$ cat src/design/strongly_connected_components_defines.svh
// Assertion macros shared by the strongly connected components design.
// Depends on nothing; included by files that carry assertions.
`ifndef STRONGLY_CONNECTED_COMPONENTS_DEFINES_SVH
`define STRONGLY_CONNECTED_COMPONENTS_DEFINES_SVH
// Implication checked at every clock edge outside reset.
`define SCC_ASSERT_IMPL(label, ante, cons, msg) \
    label: assert property (@(posedge clk) disable iff (!rst_n) (ante) |-> (cons)) \
        else $error(msg);
// Implication whose consequent is checked in the cycle after the antecedent.
`define SCC_ASSERT_NEXT(label, ante, cons, msg) \
    label: assert property (@(posedge clk) disable iff (!rst_n) (ante) |=> (cons)) \
        else $error(msg);
`endif

$ cat src/design/scc_pkg.sv
// Package for the strongly connected components block: command codes,
// controller states and the controller/datapath command and status structs.
`default_nettype none
package scc_pkg;
    localparam int MaxVerticesDefault = 64;

    typedef enum logic [1:0] {
        CMD_ADD = 2'd0,
        CMD_CLEAR = 2'd1,
        CMD_RUN = 2'd2,
        CMD_NONE = 2'd3
    } cmd_t;

    typedef enum logic [3:0] {
        ST_IDLE,
        ST_CLEAR,
        ST_FROOT,
        ST_FREAD,
        ST_FSTEP,
        ST_RFETCH,
        ST_RROOT,
        ST_RREAD,
        ST_RSTEP,
        ST_EMIT,
        ST_EMPTY
    } state_t;

    typedef struct packed {
        logic load;        // latch a new request
        logic add_edge;    // write an edge into both matrices
        logic clear_row;   // clear row at clear counter
        logic fwd_root;    // start forward walk at lowest unvisited
        logic rev_root;    // start reverse walk at next finish entry
        logic step;        // push or pop based on adjacency row
        logic emit;        // present component on the output
        logic emit_empty;  // present the empty result
    } cmd_bus_t;

    typedef struct packed {
        logic clear_done;
        logic fwd_done;     // no unvisited vertex left in the forward pass
        logic rev_done;     // finish list exhausted
        logic rev_skip;     // next finish entry already visited
        logic stack_last;   // the step pops the last stack entry
        logic mask_empty;
        logic out_busy;
    } status_t;
endpackage
`default_nettype wire

$ cat src/design/scc_ctrl.sv
// Controller state machine sequencing clears, edge adds and the two walks.
// Depends on scc_pkg and strongly_connected_components_defines.svh.
`default_nettype none
`include "strongly_connected_components_defines.svh"
module scc_ctrl
    import scc_pkg::*;
(
    input  wire logic       clk,
    input  wire logic       rst_n,
    input  wire logic       in_valid,
    output logic            in_stall,
    input  wire logic [1:0] cmd,
    input  wire status_t    status,
    output cmd_bus_t        cmd_bus
);
    state_t state_reg, state_next;
    logic   add_reg, add_next;
    logic   accept;

    assign accept = in_valid && !in_stall;

    always_comb
    begin
        state_next = state_reg;
        add_next = add_reg;
        case (state_reg)
            ST_IDLE:
            begin
                add_next = 1'b0;
                if (accept)
                begin
                    case (cmd_t'(cmd))
                        CMD_ADD: add_next = 1'b1;
                        CMD_CLEAR: state_next = ST_CLEAR;
                        CMD_RUN: state_next = ST_FROOT;
                        default: state_next = ST_IDLE;
                    endcase
                end
            end
            ST_CLEAR: if (status.clear_done) state_next = ST_IDLE;
            ST_FROOT:
            begin
                if (status.mask_empty) state_next = ST_EMPTY;
                else if (status.fwd_done) state_next = ST_RFETCH;
                else state_next = ST_FREAD;
            end
            ST_FREAD: state_next = ST_FSTEP;
            ST_FSTEP: state_next = status.stack_last ? ST_FROOT : ST_FREAD;
            // The finish list read is registered, so ST_RFETCH waits for it before ST_RROOT.
            ST_RFETCH: state_next = ST_RROOT;
            ST_RROOT:
            begin
                if (status.rev_done) state_next = ST_IDLE;
                else if (!status.rev_skip) state_next = ST_RREAD;
                else state_next = ST_RFETCH;
            end
            ST_RREAD: state_next = ST_RSTEP;
            ST_RSTEP: state_next = status.stack_last ? ST_EMIT : ST_RREAD;
            ST_EMIT: if (!status.out_busy) state_next = ST_RROOT;
            ST_EMPTY: if (!status.out_busy) state_next = ST_IDLE;
            default: state_next = ST_IDLE;
        endcase
    end

    always_comb
    begin
        cmd_bus = '0;
        in_stall = 1'b1;
        case (state_reg)
            ST_IDLE:
            begin
                in_stall = add_reg;
                cmd_bus.add_edge = add_reg;
                cmd_bus.load = accept;
            end
            ST_CLEAR: cmd_bus.clear_row = 1'b1;
            ST_FROOT: cmd_bus.fwd_root = !status.mask_empty;
            ST_FSTEP, ST_RSTEP: cmd_bus.step = 1'b1;
            ST_RROOT: cmd_bus.rev_root = !status.rev_done;
            ST_EMIT: cmd_bus.emit = !status.out_busy;
            ST_EMPTY: cmd_bus.emit_empty = !status.out_busy;
            default: cmd_bus = '0;
        endcase
    end

    // Reset starts with a clearing pass over the adjacency memories.
    always_ff @(posedge clk or negedge rst_n)
    begin
        if (!rst_n)
        begin
            state_reg <= ST_CLEAR;
            add_reg <= 1'b0;
        end
        else
        begin
            state_reg <= state_next;
            add_reg <= add_next;
        end
    end

    `SCC_ASSERT_IMPL(a_stall_busy, state_reg != ST_IDLE, in_stall,
        "request accepted while busy")
    `SCC_ASSERT_NEXT(a_step_follows_read, state_reg == ST_FREAD, state_reg == ST_FSTEP,
        "read not followed by step")
    `SCC_ASSERT_IMPL(a_one_emit, 1'b1, !(cmd_bus.emit && cmd_bus.emit_empty),
        "two emits at once")
endmodule
`default_nettype wire

$ cat config.mk
export PLATFORM = sky130hd
export DESIGN_NAME = scc_ctrl
export DESIGN_NICKNAME = d
export VERILOG_FILES = /design/src/design/scc_pkg.sv /design/src/design/scc_ctrl.sv
export VERILOG_INCLUDE_DIRS = /design/src /design/src/design
export SDC_FILE = /design/constraint.sdc
export NUM_CORES = 1
export LEC_CHECK = 0
export BUFFER_PORTS_ARGS = -buffer_cell sky130_fd_sc_hd__buf_2
export CELL_PAD_IN_SITES_DETAIL_PLACEMENT = 0
export CELL_PAD_IN_SITES_GLOBAL_PLACEMENT = 1
export CORE_MARGIN = 8
export CORE_UTILIZATION = 33
export DETAILED_ROUTE_END_ITERATION = 8
export PLACE_DENSITY = 0.87
export SYNTH_ARGS = -nofsm -noshare
export SYNTH_HDL_FRONTEND = slang
export SYNTH_SLANG_ARGS = --single-unit
$ cat constraint.sdc
create_clock -name clk -period 2.05 [get_ports clk]
set_input_delay 0.1025 -clock clk [delete_from_list [all_inputs] [get_ports clk]]
set_output_delay 0.1025 -clock clk [all_outputs]
set_load 0.03 [all_outputs]
# After elaboration in Yosys (flattened, before gate mapping)
# Index checks and enable logic that the tools add are counted.
[classes]
n_reduce_logical = 9
eq_ne = 17
muxes = 22
[ops]
columns = ["cell", "n"]
rows = [
  ["$pmux W4 S11", 1],
  ["$mux W4", 6],
  ["$eq A4 B3 Y1 const B", 4],
  ["$eq A4 B4 Y1 const B", 3],
  ["$pmux W4 S3", 1],
  ["$mux W1", 10],
  ["$ne A2 B2 Y1 const B", 5],
  ["$eq A4 B2 Y1 const B", 2],
  ["$mux W3", 2],
  ["$reduce_and A5 Y1", 1],
  ["$eq A4 B1 Y1 const B", 1],
  ["$logic_not A1 Y1", 4],
  ["$logic_not A4 Y1", 1],
  ["$mux W2", 2],
  ["$eq A2 B1 Y1 const B", 1],
  ["$eq A2 B2 Y1 const B", 1],
  ["$logic_not A2 Y1", 1],
  ["$reduce_or A2 Y1", 1],
  ["$logic_and A1 B1 Y1", 1],
]
[totals]
input_bits = 12
out_inout_bits = 9
reg_bits = 5
word_cells = 50

# Longest topological paths before layout
[logic_depth]
depth_word = 6
depth_mapped = 6
ltp_nobuf = 5

# Worst setup path after synthesis
# OpenSTA, ideal clock, no wires.
[synth_timing]
path_kind = "register to register"
from = "reg state_reg[0]"
to = "reg state_reg[0]"
t_required_ps = 1974
path_stages_with_launch = 6
setup_ps = 76
setup_slack_ps = 131
period_less_slack_ps = 1919
arrival_time_ps = 1843
path_buffers = 1
cell_sequence = "dfstp_2 > buf_6 > nand2b_4 > nor4_1 > a211oi_1 > o21bai_1"
[synth_between]
elab_chain_len = 6
word_cells_on_any_way = 21
classes_between = "eq/ne (15); mux (2); reduce/logical (4)"
[synth_rtl]
columns = ["element", "line", "source"]
rows = [
  ["start, declared", "scc_ctrl.sv:16", "state_t state_reg, state_next;"],
  ["start signal, assigned", "scc_ctrl.sv:96", "state_reg <= state_next;"],
  ["$logic_not A4 Y1", "scc_ctrl.sv:26, scc_ctrl.sv:69", ""],
  ["$mux W1", "scc_ctrl.sv:69", "case (state_reg)"],
  ["$logic_not A1 Y1", "scc_ctrl.sv:20", "assign accept = in_valid && !in_stall;"],
  ["$logic_and A1 B1 Y1", "scc_ctrl.sv:20", ""],
  ["$ne A2 B2 Y1 (no line)", "--", ""],
  ["$reduce_and A5 Y1 (no line)", "--", ""],
]
# Parallel ways exist; a longest one is shown, timed or not.
# A chain may end at the register's enable or synchronous reset.

==> flow_metrics.tcl <==
set metrics [dict create \
    fin_setup_tns_ns 0 \
    drc 0 \
    pre_cts_slack_ns 0.498 \
    async_flop_share_pct 100 \
    final_cells 103 \
    seq_area_frac_synth_pct 25.8 \
    yosysMostFrequentCell "nand2_1" \
    hold_violations 0 \
    max_slew_margin_pct 67.5 \
    tritoncts "yes" \
    nNetsFinal 100 \
    synth_area_leaders "dfrtp_1 20%, dfstp_2 5.4%, nor3_1 5.1%" \
    grt_pass1_wl_mm 2.42 \
    worst_ep_required_time_ns 1.95 \
    placed_cells_incl_taps 98 \
    io_buffers 20 \
    clock_power_share_pct 11.6 \
    clock_latency_ns 0.24 \
    grt_pass1_vias 564 \
    synth_compound_area_share_pct 27.8 \
    status "complete, no violations" \
    layout_setup_ws_ns 0.265 \
    rows 14 \
    fp.coreArea_um2 1450 \
    combPwrFrac_pct 65.1 \
    setup_viol 0 \
    fmax_ghz 0.560 \
    synthesis.nets 77 \
    via_per_inst 5.47 \
    clockBufferDepth 2 \
    crit_type "flop to output port" \
    drv_slew 0 \
    power.internal_mw 0.446 \
    cts_setup_buffers 0 \
    p_switching_mw 0.509 \
    r2r-end "state_reg[1]" \
    ys_ff_latch 5 \
    grt_util_met3_pct 1.90 \
    cts-root-buf "clkbuf_4" \
    seq_power_share_pct 23.3 \
    crit_path_end_kind "output port" \
    leakage_nw 0.286 \
    num_antenna_cells 0 \
    crit_path_start_kind "flop" \
    min_path_type "input port to flop" \
    routed_wl_mm 1.45 \
    synth.distinct_cells 32 \
    start_util_pct 33.7 \
    synth_simple_gate_area_share_pct 34.7 \
    numCtsBuffers 3 \
    die_x_um 54.6 \
    synth_top_family_by_area "simple AND/OR/NAND/NOR gates" \
    use_met2_pct 17.6 \
    clk_pin_slew_worst_paths_ns 0.04 \
    detail_route.iter0.violations 20 \
    cts_resized 0 \
    grt_usage_pct 10.5 \
    ys_warn_count 0 \
    cp-endpoint "cmd_bus[7]" \
    worst_pin_slew_ns 0.483 \
    power_mw 0.955 \
    antenna_left 0 \
    grt_overflow 0 \
    avgRoutedWirePerCell_um 14.1 \
    cap_violations 0 \
    synth_edf_count 0 \
    drt_first_pass_iters 7 \
    critPathLaunch "state_reg[1]" \
    power_density_nw_per_um2 1530 \
    avgSynthCellArea_um2 7.55 \
    cts_sinks 5 \
    swShare_pct 53.3 \
    layout-drive-gt1-share_pct 34.5 \
    fillers 150 \
    top_usage_layer "met2" \
    r2r_start "state_reg[3]" \
    ios 21 \
    largest_reg_flops 4 \
    hold_depth 3 \
    ys_top_cells_by_count "6 x nand2_1, 5 x nor2_1, 5 x nor3_1, 4 x dfrtp_1, 4 x inv_1" \
    fp.dieH_um 54.6 \
    min_period_ns 1.78 \
    dpl.hpwl_mm 1.15 \
    vias 563 \
    synth_mux_area_share_pct 2.04 \
    htreeDepth 1 \
    dieArea_um2 2980 \
    critPathMaxFanout 11 \
    syn_to_final_growth_pct 27.6 \
    synth_area_um2 490 \
    hold_buffers 1 \
    whs_ns 0.144 \
    reg2reg_depth 4 \
    fin_skew_ns 0.00173 \
    synthXorXnorAreaFrac_pct 0 \
    grt_max_degree 14 \
    rsz0062_at_grt "no" \
    synthFlopType "dfrtp_1" \
    syn_inst 65 \
    synth_top_area_share_pct 20.4 \
    antenna_found_initial 0 \
    gp_congestion 0.868 \
    synth_top_area_cell "dfrtp_1" \
    rrSetupSlack_ns 0.46 \
    peakVddDrop_v 0.000623 \
    arrival_ns 1.68 \
    period_share_pct 87.1 \
    grtUsageMet1_pct 13.5 \
    synth_adder_area_share_pct 0 \
]
==> kinds of logic after synthesis <==
kind of cell,after synthesis
DFF,5
and+or+nand+nor,31
muxes,1
buffers and inverters,9
AOI/OAI and AO/OA,19
==> layout by cell type (no fill, tap or decap), drive strengths merged, types with 2 or more instances in the layout <==
master	instances
nand3	2
inv	4
o21bai	3
nor4	2
nand2	6
a211oi	2
or2	2
clkbuf	4
nor3	5
o21ai	3
a21oi	2
nand2b	4
and2	2
o32a	2
a31oi	3
nor2	6
dfrtp	4
buf	21
==> layout make-up <==
type	count	area [um^2]	area share, %
multi-input cells	51	317	50.6
flip-flops and latches	5	126	20.2
repair buffers	22	118	18.8
clock buffers	4	26.3	4.20
well taps	16	20.0	3.20
inverters	5	18.8	3.00
==> power by group through the flow <==
stage | Combinational [mW] | Clock [mW] | Sequential [mW]
floorplan | 0.537 | 0 | 0.165
global placement | 0.608 | 0 | 0.220
detailed placement | 0.613 | 0 | 0.221
CTS | 0.619 | 0.111 | 0.220
global route | 0.678 | 0.125 | 0.233
finish | 0.621 | 0.111 | 0.223
==> stage by stage <==
stage,cell area (um^2),utilization (%)
finish,626,43.0
global route,626,43.0
CTS,626,43.0
detailed placement,589,40.5
global placement,589,40.5
floorplan,490,-
==> worst max-delay path, cell delays in order (launching register included) <==
cell and delay, ns:
dfrtp_1 0.37, buf_4 0.19, nor4_1 0.47, nand2b_1 0.13, nor2_1 0.09, buf_2 0.20
==> layer usage <==
layer / share of wire [%] / vias to the layer above
li1: - / 280
met1: 40 / 258
met2: 51 / 25
met3: 9.2 / 0
met4: 0 / 0
met5: 0 / -
==> how the worst min path moves through the flow <==
stage                    from            to  slack, ns
floorplan               rst_n       add_reg      -0.19
global placement        rst_n       add_reg      -0.08
detailed placement      rst_n       add_reg      -0.08
CTS                  in_valid       add_reg       0.14
global route        status[3]  state_reg[1]       0.19
finish               in_valid       add_reg       0.14
No activity file was read; power rests on OpenSTA's default activity.
